===== src/design/pixel_format_unpacker_with_palette_top_assert.svh =====
// Assertion macros shared by the pixel format unpacker RTL.
`ifndef PIXEL_FORMAT_UNPACKER_WITH_PALETTE_TOP_ASSERT_SVH
`define PIXEL_FORMAT_UNPACKER_WITH_PALETTE_TOP_ASSERT_SVH
`ifndef SYNTHESIS
// Same-cycle implication, disabled in reset
`define PFU_ASSERT_IMP(label, clk, rst, ante, cons) \
   label: assert property (@(posedge clk) disable iff (rst) (ante) |-> (cons)) \
      else $error("pfu: same-cycle check failed");
// Next-cycle implication, disabled in reset
`define PFU_ASSERT_NXT(label, clk, rst, ante, cons) \
   label: assert property (@(posedge clk) disable iff (rst) (ante) |=> (cons)) \
      else $error("pfu: next-cycle check failed");
`else
`define PFU_ASSERT_IMP(label, clk, rst, ante, cons)
`define PFU_ASSERT_NXT(label, clk, rst, ante, cons)
`endif
`endif


===== src/design/pfu_pkg.sv =====
// Types and constants of the pixel format unpacker.
package pfu_pkg;

   // Field widths
   localparam int WORD_W = 64;
   localparam int SUB_W  = 3;
   localparam int IDX_W  = 8;
   localparam int FMT_W  = 5;
   localparam int PSZ_W  = 9;
   localparam int CH_W   = 8;
   localparam int COL_W  = 3 * CH_W;
   localparam int STEP_W = 3;

   // Palette depth default
   localparam int PALETTE_DEPTH_DEF = 256;

   // Register indexes and reset values
   localparam int CSR_IDX_W = 1;
   localparam int CSR_W     = PSZ_W;
   localparam logic [CSR_IDX_W-1:0] CSR_PIXEL_FORMAT = 1'd0;
   localparam logic [CSR_IDX_W-1:0] CSR_PALETTE_SIZE = 1'd1;
   localparam logic [FMT_W-1:0]     FMT_RESET        = 5'd3;
   localparam logic [PSZ_W-1:0]     PSZ_RESET        = 9'd0;

   // Pixel format codes; 25 to 31 are unknown and give black
   localparam logic [FMT_W-1:0] FMT_GRAY1    = 5'd0;
   localparam logic [FMT_W-1:0] FMT_GRAY2    = 5'd1;
   localparam logic [FMT_W-1:0] FMT_GRAY4    = 5'd2;
   localparam logic [FMT_W-1:0] FMT_GRAY8    = 5'd3;
   localparam logic [FMT_W-1:0] FMT_GRAY16   = 5'd4;
   localparam logic [FMT_W-1:0] FMT_GRAY32   = 5'd5;
   localparam logic [FMT_W-1:0] FMT_GRAY64   = 5'd6;
   localparam logic [FMT_W-1:0] FMT_RGB121   = 5'd7;
   localparam logic [FMT_W-1:0] FMT_BGR121   = 5'd8;
   localparam logic [FMT_W-1:0] FMT_RGB233   = 5'd9;
   localparam logic [FMT_W-1:0] FMT_BGR332   = 5'd10;
   localparam logic [FMT_W-1:0] FMT_RGB565   = 5'd11;
   localparam logic [FMT_W-1:0] FMT_BGR565   = 5'd12;
   localparam logic [FMT_W-1:0] FMT_RGB888   = 5'd13;
   localparam logic [FMT_W-1:0] FMT_BGR888   = 5'd14;
   localparam logic [FMT_W-1:0] FMT_RGBX1111 = 5'd15;
   localparam logic [FMT_W-1:0] FMT_BGRX1111 = 5'd16;
   localparam logic [FMT_W-1:0] FMT_RGBX2222 = 5'd17;
   localparam logic [FMT_W-1:0] FMT_BGRX2222 = 5'd18;
   localparam logic [FMT_W-1:0] FMT_RGBX4444 = 5'd19;
   localparam logic [FMT_W-1:0] FMT_BGRX4444 = 5'd20;
   localparam logic [FMT_W-1:0] FMT_RGBX5551 = 5'd21;
   localparam logic [FMT_W-1:0] FMT_BGRX5551 = 5'd22;
   localparam logic [FMT_W-1:0] FMT_RGBX8888 = 5'd23;
   localparam logic [FMT_W-1:0] FMT_BGRX8888 = 5'd24;

   // Item mode
   localparam logic MODE_LOAD   = 1'b0;
   localparam logic MODE_DECODE = 1'b1;

   // Operation kinds issued by the sequencer
   localparam logic [1:0] OP_LOAD   = 2'd0;
   localparam logic [1:0] OP_DIRECT = 2'd1;
   localparam logic [1:0] OP_LOOKUP = 2'd2;

   // Index width selection
   localparam logic [1:0] IW_1 = 2'd0;
   localparam logic [1:0] IW_2 = 2'd1;
   localparam logic [1:0] IW_4 = 2'd2;
   localparam logic [1:0] IW_8 = 2'd3;

   // One operation: a palette load, a direct decode or one palette read
   typedef struct packed {
      logic [1:0]        kind;
      logic [WORD_W-1:0] word;
      logic [SUB_W-1:0]  sub;
      logic [IDX_W-1:0]  idx;
      logic              last;
   } op_type;

   // One result word
   typedef struct packed {
      logic [CH_W-1:0] red;
      logic [CH_W-1:0] green;
      logic [CH_W-1:0] blue;
      logic            last;
   } pix_type;

endpackage


===== src/design/pfu_skid.sv =====
// Output register with skid slot.
`include "pixel_format_unpacker_with_palette_top_assert.svh"
module pfu_skid (
   input  logic             clock,
   input  logic             reset,
   input  logic             in_valid,
   input  pfu_pkg::pix_type in_pix,
   output logic             ready,
   output logic             rsp_valid,
   input  logic             rsp_stall,
   output pfu_pkg::pix_type rsp_pix
);
   import pfu_pkg::*;

   logic    rsp_valid_ff, rsp_valid_in;
   logic    skid_valid_ff, skid_valid_in;
   pix_type rsp_pix_ff, rsp_pix_in;
   pix_type skid_pix_ff, skid_pix_in;
   logic    take, push;

   assign ready = !skid_valid_ff;
   assign take  = rsp_valid_ff && !rsp_stall;
   assign push  = in_valid && ready;

   // output and skid update
   always_comb begin
      rsp_valid_in  = rsp_valid_ff;
      skid_valid_in = skid_valid_ff;
      rsp_pix_in    = rsp_pix_ff;
      skid_pix_in   = skid_pix_ff;
      if (skid_valid_ff) begin
         if (take) begin
            rsp_pix_in    = skid_pix_ff;
            skid_valid_in = 1'b0;
         end
      end else if (push) begin
         if (!rsp_valid_ff || take) begin
            rsp_pix_in   = in_pix;
            rsp_valid_in = 1'b1;
         end else begin
            skid_pix_in   = in_pix;
            skid_valid_in = 1'b1;
         end
      end else if (take) begin
         rsp_valid_in = 1'b0;
      end
   end

   always_ff @(posedge clock) begin
      if (reset) begin
         rsp_valid_ff  <= 1'b0;
         skid_valid_ff <= 1'b0;
      end else begin
         rsp_valid_ff  <= rsp_valid_in;
         skid_valid_ff <= skid_valid_in;
      end
   end

   always_ff @(posedge clock) begin
      rsp_pix_ff  <= rsp_pix_in;
      skid_pix_ff <= skid_pix_in;
   end

   assign rsp_valid = rsp_valid_ff;
   assign rsp_pix   = rsp_pix_ff;

   // skid holds a word only behind a full output register
   `PFU_ASSERT_IMP(a_skid_behind_out, clock, reset, skid_valid_ff, rsp_valid_ff)
   // a stalled result is never dropped
   `PFU_ASSERT_NXT(a_out_kept, clock, reset, rsp_valid_ff && rsp_stall, rsp_valid_ff)
   // a parked word stays while the output is stalled
   `PFU_ASSERT_NXT(a_skid_kept, clock, reset, skid_valid_ff && rsp_stall, skid_valid_ff)

endmodule


===== config.mk =====
export PLATFORM = sky130hd
export DESIGN_NAME = pfu_skid
export DESIGN_NICKNAME = d
export VERILOG_FILES = /design/src/design/pfu_pkg.sv /design/src/design/pfu_skid.sv
export VERILOG_INCLUDE_DIRS = /design/src /design/src/design
export SDC_FILE = /design/constraint.sdc
export NUM_CORES = 1
export LEC_CHECK = 0
export BUFFER_PORTS_ARGS = -buffer_cell sky130_fd_sc_hd__buf_2
export CAP_MARGIN = 30
export CORE_MARGIN = 2
export CORE_UTILIZATION = 23
export DETAILED_ROUTE_END_ITERATION = 12
export GPL_TIMING_DRIVEN = 0
export SYNTH_ARGS = -nofsm -noshare
export SYNTH_HDL_FRONTEND = slang
export SYNTH_SLANG_ARGS = --single-unit

===== constraint.sdc =====
create_clock -name clock -period 4.45 [get_ports clock]
set_input_delay 0.445 -clock clock [delete_from_list [all_inputs] [get_ports clock]]
set_output_delay 0.445 -clock clock [all_outputs]
set_load 0.02 [all_outputs]

# [Yosys cells after proc, flatten, opt, wreduce, memory -nomap -nowiden]
# Cells that the tools add are included.
[word_totals] ff_bits=52 output_inout_bits=27
[classes] eq_ne=2 n_mux=11 bitwise_logic=2 reduce_logical=12
[op_table] cell="two-way mux 25 bit" n=4
[op_table] cell="AND reduction 3 bit" n=3
[op_table] cell="two-way mux 1 bit" n=7
[op_table] cell="nonzero test 2 bit" n=3
[op_table] cell="inequality test 2 x 1 -> 1 bit, second input constant" n=2
[op_table] cell="logical NOT 1 bit" n=3
[op_table] cell="logical AND 1 bit" n=2
[op_table] cell="inverter 1 bit" n=2
[op_table] cell="logical OR 1 bit" n=1

# [Longest topological paths before layout]
[logic_depth] depth_word=6 ltp_mapped=3 ltp_nobuf=2

# [Worst setup path before layout]
# Ideal clock, no wire load.
[synth_path] path_kind="register -> register" from="register skid_valid_ff" to="register skid_pix_ff[0] (netlist name), enable pin" setup_ns=0.407 slack_ns=2.338 arrival_time_ns=1.705 period_less_slack_ns=2.112 path_stages_with_launch=4 required_ns=4.043 cell_sequence="dfxtp_1 buf_6 nand2b_4 nor2_1"
[synth_via] elab_chain_cells=3
[synth_lines] element="start, declared" line_no="pfu_skid.sv:16" text="logic skid_valid_ff, skid_valid_in;"
[synth_lines] element="start signal, assigned" line_no="pfu_skid.sv:55" text="skid_valid_ff <= skid_valid_in;"
[synth_lines] element="logical NOT 1 bit" line_no="pfu_skid.sv:21" text="assign ready = !skid_valid_ff;"
[synth_lines] element="logical AND 1 bit" line_no="pfu_skid.sv:23" text="assign push = in_valid && ready;"
[synth_lines] element="AND reduction 3 bit (no source line) *"
[synth_lines] element="end signal, assigned" line_no="pfu_skid.sv:61" text="skid_pix_ff <= skid_pix_in;"
[synth_lines] element="end, declared" line_no="pfu_skid.sv:18" text="pix_type skid_pix_ff, skid_pix_in;"
# Every way passes the cells marked *; elsewhere a longest branch is shown, timed or not.
# A chain may end at the register's enable or synchronous reset.

# [Worst setup path in the final report]
[layout_path] from="register skid_valid_ff" to="register skid_pix_ff[4] (netlist name), enable pin"
# Same word-level chain as after synthesis.

==> impl_metrics.csv <==
group,metric,value,unit
status,status,"finished, final reports clean",
cts,path_clk_slew,0.10,ns
cts,h-tree-depth,2,
drt,drt_wl_total,3421,um
sta,tightestPinTransition,0.8788,ns
die,die_h,97.73,um
power,power,964.5,uW
cts,hold_buffers,0,
grt,grt_pass1_wl,5306,um
sta,slew_viol_final,0,
drt,wire_per_inst,13.01,um
sta,fin_crit_sh,40.86,%
sta,holdWs,0.2985,ns
finish,area_growth,26.13,%
grt,grt_use_met3,2.863,%
power,intPower,735.2,uW
sta,tns,0,ns
power,clkPwrFrac,27.8,%
finish,antenna_cells,0,
die,die_w,97.73,um
drt,initialDrtViolationCount,12,
setup_path,cp_max_fo,14,
setup_path,critical_path_required,4.46,ns
grt,grtUsageTotal,7.226,%
synth,ys_types,13,
cts,numCtsBuffers,5,
cts,clockBufferDepth,2,
grt,grt_overflow,0,
setup_path,rr_worst_depth,4,
setup_path,slowest_stage,"nor2_2",
power,p_per_area,378.4,nW/um2
cts,cts_tree,"built",
cts,cts_setup_buffers,0,
power,leakage,0.0009710,uW
sta,finClkSkew,0.008408,ns
power,p_comb_share,12.5,%
sta,rsz0062_at_grt,"false",
grt,top_usage_layer,"met2",
worst_hold_path,min_path_type,"input port to flip-flop",
grt,grt_use_met2,11.78,%
die,rows,34,
die,core-area,8636,um2
finish,num-nets-final,183,
setup_path,arrival,1.83,ns
run,max_cap_violations,0,
finish,fillers,870,
synth,postSynthAreaPerCell,22.21,um2
power,sw_frac_of_total,23.78,%
grt,use_met1,8.867,%
setup_path,crit_type,"flip-flop to flip-flop",
sta,min_period,1.818,ns
sta,hold_viol_final,0,
placement,dp_hpwl,2510,um
cts,clkLatencyLatePin,0.30,ns
grt,grt_max_degree,26,
grt,grt_pass1_vias,1000,
power,p_switching,229.3,uW
drt,num_vias,982,
setup_path,worstPathCellList,"buf_6, nand2b_4, nor2_2, buf_8",
synth,syn-num-nets,120,
sta,fmax,0.5500,GHz
drt,drc,0,
synth,yosys_warnings,0,
power,power_frac_seq,59.7,%
power,ir_worst_vdd,0.1334,mV
finish,mostFrequentLayoutCell,"buf_2",
die,start_util,23.40,%
synth,yosysSeqAreaShare,76.28,%
setup_path,critPathMaxStageDelay,0.57,ns
synth,syn_area,2021,um2
setup_path,setup.worst_path.start_class,"flip-flop",
sta,setup_viol_count_final,0,
drt,via_per_inst,3.734,
cts,cts_root_buf,"clkbuf_8",
finish,drive_above_1_share,61.94,%
setup_path,critical_path.endpoint_type,"flip-flop",
cts,cts_sinks,52,
die,dieArea,9551,um2
sta,slew_headroom,41.27,%
placement,finalWeightedCongestion,0.6370,
drt,first_pass_iters,4,
synth,synth-seq-cells,52,
grt,antenna_found_initial,0,
synth,syn-instance-count,91,
finish,layout_common_cells,"buf_2, edfxtp_1, mux2_4",
drt,ant_nets,0,
worst_hold_path,hold_depth,2,
placement,io_buffers,55,
die,io-pin-count,56,
cts,cts.repair.resized,0,
-- critical path, delay by kind of cell (launching register included) --
family	cells	cell delay, ns
buf+inv	2	0.41
flops	1	0.36
simple gates	2	0.74
-- routing by layer --
layer  vias to the layer above  routed length, um  part of all wire [%]
met5                         -                  0                     0
met4                         0                 32                  0.94
met3                         3                208                   6.1
met2                        37               1685                    49
met1                       467               1493                    44
li1                        475                  -                     -
-- synthesized netlist by cell type --
master / instances / area share, %
nor2b_1: 1 / 0.31
mux2_4: 25 / 19
nand2_1: 2 / 0.37
buf_6: 3 / 1.7
nor3_1: 1 / 0.25
inv_1: 1 / 0.19
a21oi_1: 2 / 0.50
dfxtp_1: 2 / 2.0
nand2b_4: 1 / 0.68
edfxtp_1: 50 / 74
a21boi_2: 1 / 0.56
o21ai_2: 1 / 0.43
nor2_1: 1 / 0.19
-- area by class of cell --
type / count / area [um2] / area share [%]
buffer: 3 / 33.78 / 1.325
clock buffer: 5 / 68.82 / 2.700
clock inverter: 3 / 23.77 / 0.9327
inverter: 1 / 3.754 / 0.1473
multi-input combinational: 35 / 451.7 / 17.72
sequential: 52 / 1541 / 60.48
tap: 108 / 135.1 / 5.302
timing repair buffer: 56 / 290.3 / 11.39
-- stage by stage --
step	area (um2)	util, %	setup slack [ns]	std cells
final	2549	29.51	2.632	263
after global routing	2549	29.51	2.464	263
after CTS	2549	29.51	2.558	263
after detailed placement	2456	28.44	2.573	255
after global placement	2431	28.15	1.691	254
after floorplan	2021	-	2.338	91
-- power groups by stage --
stage	Clock, uW	Combinational [uW]	Sequential [uW]
6_report	268	121	576
5_1_grt	306	129	579
4_1_cts	290	123	577
3_5_place_dp	0	123	588
3_3_place_gp	0	119	588
2_1_floorplan	0	50.2	613
-- sequential cells by signal, indices dropped and copies added, names as in the netlist --
signal and cells:
rsp_pix 25, skid_valid_ff 1, skid_pix_ff 25, rsp_valid 1
-- cells by family (layout without fill, tap and decap cells) --
group / Yosys count / count (layout) / synth area share [%]
DFF: 52 / 52 / 76.28
muxes: 25 / 25 / 18.58
and+or+nand+nor: 6 / 6 / 1.795
AOI/OAI and AO/OA: 4 / 4 / 1.486
buffers and inverters: 4 / 68 / 1.857
-- worst paths after layout --
check / to / start / slack, ns
max reg2reg: skid_pix_ff[4]$_DFFE_PP_ / skid_valid_ff$_SDFF_PP0_ / 2.63
max: skid_pix_ff[4]$_DFFE_PP_ / skid_valid_ff$_SDFF_PP0_ / 2.63
min reg2reg: rsp_valid$_SDFFE_PP0P_ / rsp_valid$_SDFFE_PP0P_ / 0.53
min: rsp_valid$_SDFFE_PP0P_ / reset / 0.30
No activity file was read; power rests on OpenSTA's default activity.
