--- src/design/pixel_format_unpacker_with_palette_top_assert.svh ---
// Assertion macros shared by the pixel format unpacker RTL.
`ifndef PIXEL_FORMAT_UNPACKER_WITH_PALETTE_TOP_ASSERT_SVH
`define PIXEL_FORMAT_UNPACKER_WITH_PALETTE_TOP_ASSERT_SVH
`ifndef SYNTHESIS
// Same-cycle implication, disabled in reset
`define PFU_ASSERT_IMP(label, clk, rst, ante, cons) \
   label: assert property (@(posedge clk) disable iff (rst) (ante) |-> (cons)) \
      else $error("pfu: same-cycle check failed");
// Next-cycle implication, disabled in reset
`define PFU_ASSERT_NXT(label, clk, rst, ante, cons) \
   label: assert property (@(posedge clk) disable iff (rst) (ante) |=> (cons)) \
      else $error("pfu: next-cycle check failed");
`else
`define PFU_ASSERT_IMP(label, clk, rst, ante, cons)
`define PFU_ASSERT_NXT(label, clk, rst, ante, cons)
`endif
`endif

--- src/design/pfu_pkg.sv ---
// Types and constants of the pixel format unpacker.
package pfu_pkg;

   // Field widths
   localparam int WORD_W = 64;
   localparam int SUB_W  = 3;
   localparam int IDX_W  = 8;
   localparam int FMT_W  = 5;
   localparam int PSZ_W  = 9;
   localparam int CH_W   = 8;
   localparam int COL_W  = 3 * CH_W;
   localparam int STEP_W = 3;

   // Palette depth default
   localparam int PALETTE_DEPTH_DEF = 256;

   // Register indexes and reset values
   localparam int CSR_IDX_W = 1;
   localparam int CSR_W     = PSZ_W;
   localparam logic [CSR_IDX_W-1:0] CSR_PIXEL_FORMAT = 1'd0;
   localparam logic [CSR_IDX_W-1:0] CSR_PALETTE_SIZE = 1'd1;
   localparam logic [FMT_W-1:0]     FMT_RESET        = 5'd3;
   localparam logic [PSZ_W-1:0]     PSZ_RESET        = 9'd0;

   // Pixel format codes; 25 to 31 are unknown and give black
   localparam logic [FMT_W-1:0] FMT_GRAY1    = 5'd0;
   localparam logic [FMT_W-1:0] FMT_GRAY2    = 5'd1;
   localparam logic [FMT_W-1:0] FMT_GRAY4    = 5'd2;
   localparam logic [FMT_W-1:0] FMT_GRAY8    = 5'd3;
   localparam logic [FMT_W-1:0] FMT_GRAY16   = 5'd4;
   localparam logic [FMT_W-1:0] FMT_GRAY32   = 5'd5;
   localparam logic [FMT_W-1:0] FMT_GRAY64   = 5'd6;
   localparam logic [FMT_W-1:0] FMT_RGB121   = 5'd7;
   localparam logic [FMT_W-1:0] FMT_BGR121   = 5'd8;
   localparam logic [FMT_W-1:0] FMT_RGB233   = 5'd9;
   localparam logic [FMT_W-1:0] FMT_BGR332   = 5'd10;
   localparam logic [FMT_W-1:0] FMT_RGB565   = 5'd11;
   localparam logic [FMT_W-1:0] FMT_BGR565   = 5'd12;
   localparam logic [FMT_W-1:0] FMT_RGB888   = 5'd13;
   localparam logic [FMT_W-1:0] FMT_BGR888   = 5'd14;
   localparam logic [FMT_W-1:0] FMT_RGBX1111 = 5'd15;
   localparam logic [FMT_W-1:0] FMT_BGRX1111 = 5'd16;
   localparam logic [FMT_W-1:0] FMT_RGBX2222 = 5'd17;
   localparam logic [FMT_W-1:0] FMT_BGRX2222 = 5'd18;
   localparam logic [FMT_W-1:0] FMT_RGBX4444 = 5'd19;
   localparam logic [FMT_W-1:0] FMT_BGRX4444 = 5'd20;
   localparam logic [FMT_W-1:0] FMT_RGBX5551 = 5'd21;
   localparam logic [FMT_W-1:0] FMT_BGRX5551 = 5'd22;
   localparam logic [FMT_W-1:0] FMT_RGBX8888 = 5'd23;
   localparam logic [FMT_W-1:0] FMT_BGRX8888 = 5'd24;

   // Item mode
   localparam logic MODE_LOAD   = 1'b0;
   localparam logic MODE_DECODE = 1'b1;

   // Operation kinds issued by the sequencer
   localparam logic [1:0] OP_LOAD   = 2'd0;
   localparam logic [1:0] OP_DIRECT = 2'd1;
   localparam logic [1:0] OP_LOOKUP = 2'd2;

   // Index width selection
   localparam logic [1:0] IW_1 = 2'd0;
   localparam logic [1:0] IW_2 = 2'd1;
   localparam logic [1:0] IW_4 = 2'd2;
   localparam logic [1:0] IW_8 = 2'd3;

   // One operation: a palette load, a direct decode or one palette read
   typedef struct packed {
      logic [1:0]        kind;
      logic [WORD_W-1:0] word;
      logic [SUB_W-1:0]  sub;
      logic [IDX_W-1:0]  idx;
      logic              last;
   } op_type;

   // One result word
   typedef struct packed {
      logic [CH_W-1:0] red;
      logic [CH_W-1:0] green;
      logic [CH_W-1:0] blue;
      logic            last;
   } pix_type;

endpackage

--- src/design/pfu_seq.sv ---
// Input stage: holds one word and issues one operation per cycle while advance is high.
module pfu_seq (
   input  logic                         clock,
   input  logic                         reset,
   input  logic                         advance,
   input  logic [pfu_pkg::PSZ_W-1:0]    palette_size,
   input  logic                         req_valid,
   output logic                         req_stall,
   input  logic                         req_mode,
   input  logic [pfu_pkg::WORD_W-1:0]   req_pixel_word,
   input  logic [pfu_pkg::SUB_W-1:0]    req_sub_index,
   input  logic [pfu_pkg::IDX_W-1:0]    req_entry_index,
   output logic                         op_valid,
   output pfu_pkg::op_type              op
);
   import pfu_pkg::*;

   logic              s0_valid_ff, s0_valid_in;
   logic              s0_mode_ff;
   logic [WORD_W-1:0] s0_word_ff;
   logic [SUB_W-1:0]  s0_sub_ff;
   logic [IDX_W-1:0]  s0_entry_ff;
   logic [STEP_W-1:0] s0_step_ff, s0_step_in;

   logic              accept;
   logic              is_pal;
   logic              step_last;
   logic              free;
   logic [1:0]        iw_sel;
   logic [IDX_W-1:0]  byte0;
   logic [IDX_W-1:0]  pal_idx;

   assign byte0  = s0_word_ff[IDX_W-1:0];
   assign is_pal = (s0_mode_ff == MODE_DECODE) && (palette_size != '0);

   // index width from palette size
   always_comb begin
      if (palette_size <= PSZ_W'(2)) begin
         iw_sel = IW_1;
      end else if (palette_size <= PSZ_W'(4)) begin
         iw_sel = IW_2;
      end else if (palette_size <= PSZ_W'(16)) begin
         iw_sel = IW_4;
      end else begin
         iw_sel = IW_8;
      end
   end

   // pick the index for this step, low bits first
   always_comb begin
      unique case (iw_sel)
         IW_1: begin
            pal_idx   = {{(IDX_W-1){1'b0}}, byte0[s0_step_ff]};
            step_last = (s0_step_ff == 3'd7);
         end
         IW_2: begin
            pal_idx   = {{(IDX_W-2){1'b0}}, byte0[{s0_step_ff[1:0], 1'b0} +: 2]};
            step_last = (s0_step_ff[1:0] == 2'd3);
         end
         IW_4: begin
            pal_idx   = {{(IDX_W-4){1'b0}}, byte0[{s0_step_ff[0], 2'b00} +: 4]};
            step_last = s0_step_ff[0];
         end
         default: begin
            pal_idx   = byte0;
            step_last = 1'b1;
         end
      endcase
   end

   // operation towards the decode stage
   always_comb begin
      op.word = s0_word_ff;
      op.sub  = s0_sub_ff;
      if (s0_mode_ff == MODE_LOAD) begin
         op.kind = OP_LOAD;
         op.idx  = s0_entry_ff;
         op.last = 1'b1;
      end else if (!is_pal) begin
         op.kind = OP_DIRECT;
         op.idx  = s0_entry_ff;
         op.last = 1'b1;
      end else begin
         op.kind = OP_LOOKUP;
         op.idx  = pal_idx;
         op.last = step_last;
      end
   end

   assign op_valid  = s0_valid_ff;
   assign free      = advance && (!is_pal || step_last);
   assign req_stall = s0_valid_ff && !free;
   assign accept    = req_valid && !req_stall;

   // word hold and step count
   always_comb begin
      s0_valid_in = s0_valid_ff;
      s0_step_in  = s0_step_ff;
      if (accept) begin
         s0_valid_in = 1'b1;
         s0_step_in  = '0;
      end else if (s0_valid_ff && free) begin
         s0_valid_in = 1'b0;
      end else if (s0_valid_ff && advance) begin
         s0_step_in  = s0_step_ff + STEP_W'(1);
      end
   end

   always_ff @(posedge clock) begin
      if (reset) begin
         s0_valid_ff <= 1'b0;
         s0_step_ff  <= '0;
      end else begin
         s0_valid_ff <= s0_valid_in;
         s0_step_ff  <= s0_step_in;
      end
   end

   always_ff @(posedge clock) begin
      if (accept) begin
         s0_mode_ff  <= req_mode;
         s0_word_ff  <= req_pixel_word;
         s0_sub_ff   <= req_sub_index;
         s0_entry_ff <= req_entry_index;
      end
   end

endmodule

--- config.mk ---
export PLATFORM = sky130hd
export DESIGN_NAME = pfu_seq
export DESIGN_NICKNAME = d
export VERILOG_FILES = /design/src/design/pixel_format_unpacker_with_palette_top_assert.svh /design/src/design/pfu_pkg.sv /design/src/design/pfu_seq.sv
export SDC_FILE = /design/constraint.sdc
export NUM_CORES = 1
export LEC_CHECK = 0
export ABC_AREA = 1
export BUFFER_PORTS_ARGS = -buffer_cell sky130_fd_sc_hd__clkbuf_2
export CAP_MARGIN = 5
export CORE_MARGIN = 3
export CORE_UTILIZATION = 44
export CTS_BUF_LIST = sky130_fd_sc_hd__clkbuf_4 sky130_fd_sc_hd__clkbuf_8 sky130_fd_sc_hd__clkbuf_16
export CTS_CLUSTER_SIZE = 10
export DETAILED_ROUTE_END_ITERATION = 10
export PLACE_DENSITY = 0.84
export SYNTH_ARGS = -nofsm -noshare
export SYNTH_HDL_FRONTEND = slang
export SYNTH_SLANG_ARGS = --single-unit
--- constraint.sdc ---
create_clock -name clock -period 3.4 [get_ports clock]
set_input_delay 0.68 -clock clock [delete_from_list [all_inputs] [get_ports clock]]
set_output_delay 0.68 -clock clock [all_outputs]
set_load 0.01 [all_outputs]
Yosys cells after proc, flatten, opt, wreduce, memory -nomap -nowiden
Index checks and enable logic that the tools add are counted.

word-level totals
  output and inout bits = 80
  register bits = 80
  latch bits = 0
  memories kept = 0
  ROM bits = 0
  bits in writable memories = 0

operators by class
  $mul = 0
  reductions and logical operators = 15
  $add $sub $neg = 1
  bitwise operators = 1
  equality and inequality tests = 4
  div/mod/pow operators = 0
  shift operators = 2
  muxes and demuxes = 13
  $lt $le $gt $ge = 4

operators with widths
  cell                                                                    count
  8-bit case mux with 3 select lines                                      1
  9-bit 2-to-1 mux                                                        2
  9-bit by 2-bit <= comparator with 1-bit output (second input constant)  1
  9-bit by 3-bit <= comparator with 1-bit output (second input constant)  1
  9-bit by 5-bit <= comparator with 1-bit output (second input constant)  1
  9-bit nonzero test                                                      1
  2-bit 2-to-1 mux                                                        4
  8-bit by 4-bit indexed part select with 2-bit output                    1
  8-bit by 4-bit indexed part select with 4-bit output                    1
  1-bit logical AND                                                       6
  2-bit equality test (second input constant)                             2
  3-bit by 4-bit < comparator with 1-bit output (second input constant)   1
  1-bit 2-to-1 mux                                                        4
  3-bit by 1-bit adder with 3-bit output (second input constant)          1
  1-bit binary-select mux with 3-bit select                               1
  3-bit equality test (second input constant)                             1
  1-bit logical NOT                                                       3
  1-bit case mux with 3 select lines                                      1
  2-bit by 1-bit equality test with 1-bit output (second input constant)  1
  2-bit logical NOT                                                       1
  2-bit AND reduction                                                     1
  2-bit nonzero test                                                      1
  2-bit OR reduction                                                      1
  1-bit logical OR                                                        1
  1-bit inverter                                                          1

Longest topological paths before layout
  depth after elaboration = 13
  mapped depth = 12
  depth with buffers taken out = 12

Worst setup path before layout
Ideal clock, no wire load.

  kind = in2reg
  start = in palette_size[1] in the netlist's numbering
  end = reg s0_entry_ff[0] (enable)
  slack = 581 ps
  cell stages on the path = 10
  required time = 3004 ps
  data arrival time = 2423 ps
  path buffers = 0
  cell sequence = nor2_2 nor2_1 nor2_2 nand3_4 nor2_4 nand3b_4 nand2_2 nand2_2 nand2_4 inv_2

between the ends
  longest elaborated chain between the ends = 12

ends and longest elaborated chain
  element                                         RTL line        source
  start, declared                                 pfu_seq.sv:6    input logic [pfu_pkg::PSZ_W-1:0] palette_size,
  9-bit by 5-bit <= comparator with 1-bit output  pfu_seq.sv:42   end else if (palette_size <= PSZ_W'(16)) begin
  1-bit 2-to-1 mux                                pfu_seq.sv:42
  2-bit 2-to-1 mux                                pfu_seq.sv:40   end else if (palette_size <= PSZ_W'(4)) begin
  2-bit 2-to-1 mux                                pfu_seq.sv:38   if (palette_size <= PSZ_W'(2)) begin
  2-bit equality test (tied with other cells)     pfu_seq.sv:51   unique case (iw_sel)
  1-bit case mux with 3 select lines              pfu_seq.sv:51
  1-bit logical OR *                              pfu_seq.sv:91   assign free = advance && (!is_pal || step_last);
  1-bit logical AND *                             pfu_seq.sv:91
  1-bit logical NOT *                             pfu_seq.sv:92   assign req_stall = s0_valid_ff && !free;
  1-bit logical AND *                             pfu_seq.sv:92
  1-bit logical NOT *                             pfu_seq.sv:93   assign accept = req_valid && !req_stall;
  1-bit logical AND *                             pfu_seq.sv:93
  named net accept                                pfu_seq.sv:25   logic accept;
  end signal, assigned                            pfu_seq.sv:124  s0_entry_ff <= req_entry_index;
  end, declared                                   pfu_seq.sv:22   logic [IDX_W-1:0] s0_entry_ff;

Mark *: on every way through the listed nets, which the timed path passes. The rest lies on a longest branch.
A chain may end at the register's enable or synchronous reset.

==> results.py <==
metrics = {
    "run_status": {
        "result_of_the_run": "finished, final reports clean",
    },
    "floorplanning": {
        "floorplan.initialDensity": 0.471,
        "die_h_um": 89.9,
        "io_pins": 169,
        "die_footprint_sq_um": 8070,
        "placeableCoreArea_sq_um": 6570,
        "num_rows": 29,
        "chipWidth_um": 89.9,
    },
    "clock_tree": {
        "clock_latency_reported_for_the_late_side_of_the_worst_skew_pair_ps": 340,
        "hold_bufs_at_cts": 0,
        "cts_setup_buffers": 0,
        "ctsResizeCount": 0,
        "cts_buffer_depth": 2,
        "cts-buffers-inserted": 9,
        "cts_num_sinks": 80,
        "htree_num_levels": 3,
        "cts_tree": "built",
        "worst_setup_hold_path_clk_slew_ps": 80,
        "cts_root_buf": "sky130_fd_sc_hd__clkbuf_8",
    },
    "routing": {
        "postRouteWirelength_um": 7800,
        "final_antenna_net_count": 0,
        "viasPerCell": 4.73,
        "drcViolationCount": 0,
        "wire_per_inst_um": 15.9,
        "firstDrtPassIters": 4,
        "iteration_0_drc_count_of_the_detailed_router": 81,
        "num_vias": 2316,
    },
    "yosys": {
        "top_cell_type_s_share_of_synthesized_area": 0.738,
        "post_synth.cell_area_avg_sq_um": 14.5,
        "syn-num-nets": 305,
        "yosysSeqAreaShare": 0.763,
        "syn_inst": 214,
        "syn_area_sq_um": 3090,
        "ys_types": 27,
        "synth.area.top_cells": "sky130_fd_sc_hd__edfxtp_1 74%, sky130_fd_sc_hd__nand2_1 4.0%, sky130_fd_sc_hd__nor2_1 2.7%, sky130_fd_sc_hd__dfxtp_1 2.6%, sky130_fd_sc_hd__inv_1 2.3%",
        "yosysTopAreaCell": "sky130_fd_sc_hd__edfxtp_1",
        "synth-edff-count": 76,
        "top_flip_flop_cell_by_instance_count_after_synthesis": "sky130_fd_sc_hd__edfxtp_1",
        "yosysWarningCount": 0,
        "yosys_register_bits": 80,
        "synth-async-reset-ratio": 0,
    },
    "pwr": {
        "seq_power_share": 0.543,
        "peakVddDrop_mv": 0.411,
        "p_per_area_nw_per_um2": 501,
        "total_switching_power_w": 0.000486,
        "power_frac_clock": 0.357,
        "sw_frac_of_total": 0.226,
        "power_frac_comb": 0.100,
        "cell_internal_pwr_w": 0.00166,
        "lkg_pwr_nw": 1.91,
    },
    "setup_path": {
        "cpLargestDelayFamily": "simple AND/OR/NAND/NOR gates",
        "path_class": "in2out",
        "start_kind": "input pin",
        "critPathCaptureType": "output pin",
        "path_buf_inv": 3,
        "critPathMaxFanout": 6,
        "slowest_delay_ps": 280,
        "timing.critical_path.cells": "clkbuf_2 -> nor2_4 -> inv_1 -> nor2_4 -> nor2_1 -> a21oi_1 -> nand2_1 -> a22oi_1 -> o21ai_1 -> nand2_1 -> clkbuf_2",
        "timing.reg2reg.setup_slack_ps": 1050,
        "cell_with_the_largest_stage_delay_on_the_worst_path": "sky130_fd_sc_hd__a21oi_1",
        "required_ps": 2720,
        "arrival_ps": 2080,
    },
    "timing": {
        "timing.final.ws_setup_ps": 638,
        "timing.slew.headroom": 0.660,
        "min_period_over_period": 0.812,
        "worst_clock_skew_ps": 9.14,
        "final-max-slew-violation-count": 0,
        "tightest_slew_ps": 509,
        "setup_viol": 0,
        "rsz0062_at_grt": "no",
        "finalHoldViolCount": 0,
        "clock.fmax_ghz": 0.362,
        "min_period_ps": 2760,
        "setup-tns-final_ps": 0,
    },
    "layout": {
        "multiInputGateArea_sq_um": 648,
        "fraction_of_layout_cells_with_a_size_suffix_above_1": 0.531,
        "seqCellArea_sq_um": 2360,
        "fin_nets": 483,
        "syn2layout_area_growth_pct": 38.5,
        "antenna_cells": 0,
        "layout_common_cells": "168 x sky130_fd_sc_hd__clkbuf_2, 76 x sky130_fd_sc_hd__edfxtp_1, 33 x sky130_fd_sc_hd__nand2_1",
        "most_common_library_cell_in_the_layout_ignoring_fill_and_taps": "sky130_fd_sc_hd__clkbuf_2",
        "fillers": 527,
        "instances_no_fill": 490,
    },
    "placement": {
        "detailedPlacementHpwl_um": 6170,
        "preCtsSetupSlack_ps": 626,
        "numPortBuffers": 168,
        "gp_congestion": 0.864,
        "dp.cells": 474,
    },
    "worst_hold_path": {
        "hold_class": "in2reg",
    },
    "grt": {
        "grt_start_max_net_pins": 77,
        "antenna_found_initial": 1,
        "via_count_of_the_first_global_routing_pass": 2439,
        "grt_overflow_total": 0,
        "grt_first_pass_wirelength_um": 12200,
        "overall_routing_resource_usage": 0.197,
    },
    "flow_run": {
        "max_cap_violations": 0,
    },
}
==> state kept, by name, summed over array words and instances, names as in the netlist <==
name,count
s0_mode_ff,1
s0_sub_ff,3
op_valid,1
s0_step_ff,3
s0_entry_ff,8
s0_word_ff,64
==> worst paths after layout <==
path,startpoint,end,depth (start not counted)
hold / removal,req_pixel_word[24],s0_word_ff[24]$_DFFE_PP_,1
setup / recovery,palette_size[5],op[2],11
hold reg to reg,s0_step_ff[2]$_SDFFE_PP0P_,s0_step_ff[2]$_SDFFE_PP0P_,4
setup reg to reg,s0_step_ff[0]$_SDFFE_PP0P_,s0_word_ff[5]$_DFFE_PP_,11
==> cell families after synthesis <==
family,share of synthesized area
adder cells (fa/ha/maj),0.00809
AO/OA/AOI/OAI,0.0408
buffers and inverters,0.0271
flip-flops,0.763
AND/OR/NAND/NOR,0.161
==> final cells by class <==
class / count / share of cell area
timing repair buffer: 169 / 0.201
clock buffer: 10 / 0.0307
sequential: 80 / 0.551
inverter: 20 / 0.0175
multi-input combinational: 112 / 0.151
tap: 93 / 0.0272
clock inverter: 6 / 0.0213
==> metal layers <==
metal,part of all wire,track usage,up-vias
li1,-,-,1112
met1,0.33,0.194,1072
met2,0.52,0.341,116
met3,0.13,0.114,14
met4,0.017,0.0804,2
met5,0.0012,0,-
==> metrics by stage <==
stage	cell area (sq um)	total power, W	hold WS, ps	util
4_1_cts	4290	0.00217	485	0.653
2_1_floorplan	3090	0.00127	540	-
3_3_place_gp	4060	0.00140	586	0.619
6_report	4290	0.00215	505	0.653
5_1_grt	4290	0.00224	476	0.653
3_5_place_dp	4060	0.00141	584	0.619
==> power by group through the flow <==
stage               clock network, W  registers [W]  logic (W)
global placement                   0        0.00119   0.000212
floorplan                          0        0.00121  0.0000593
detailed placement                 0        0.00119   0.000217
CTS                         0.000789        0.00117   0.000217
finish                      0.000767        0.00117   0.000214
global route                0.000832        0.00117   0.000234
==> synthesized netlist by cell type (all sizes together), types with 2 or more instances <==
master / number
dfxtp: 4
nor2: 34
ha: 2
nand3: 10
o211ai: 2
nand4: 5
inv: 20
o31ai: 4
edfxtp: 76
nand2: 41
a21oi: 8
Power figures use the tool's default switching activity.
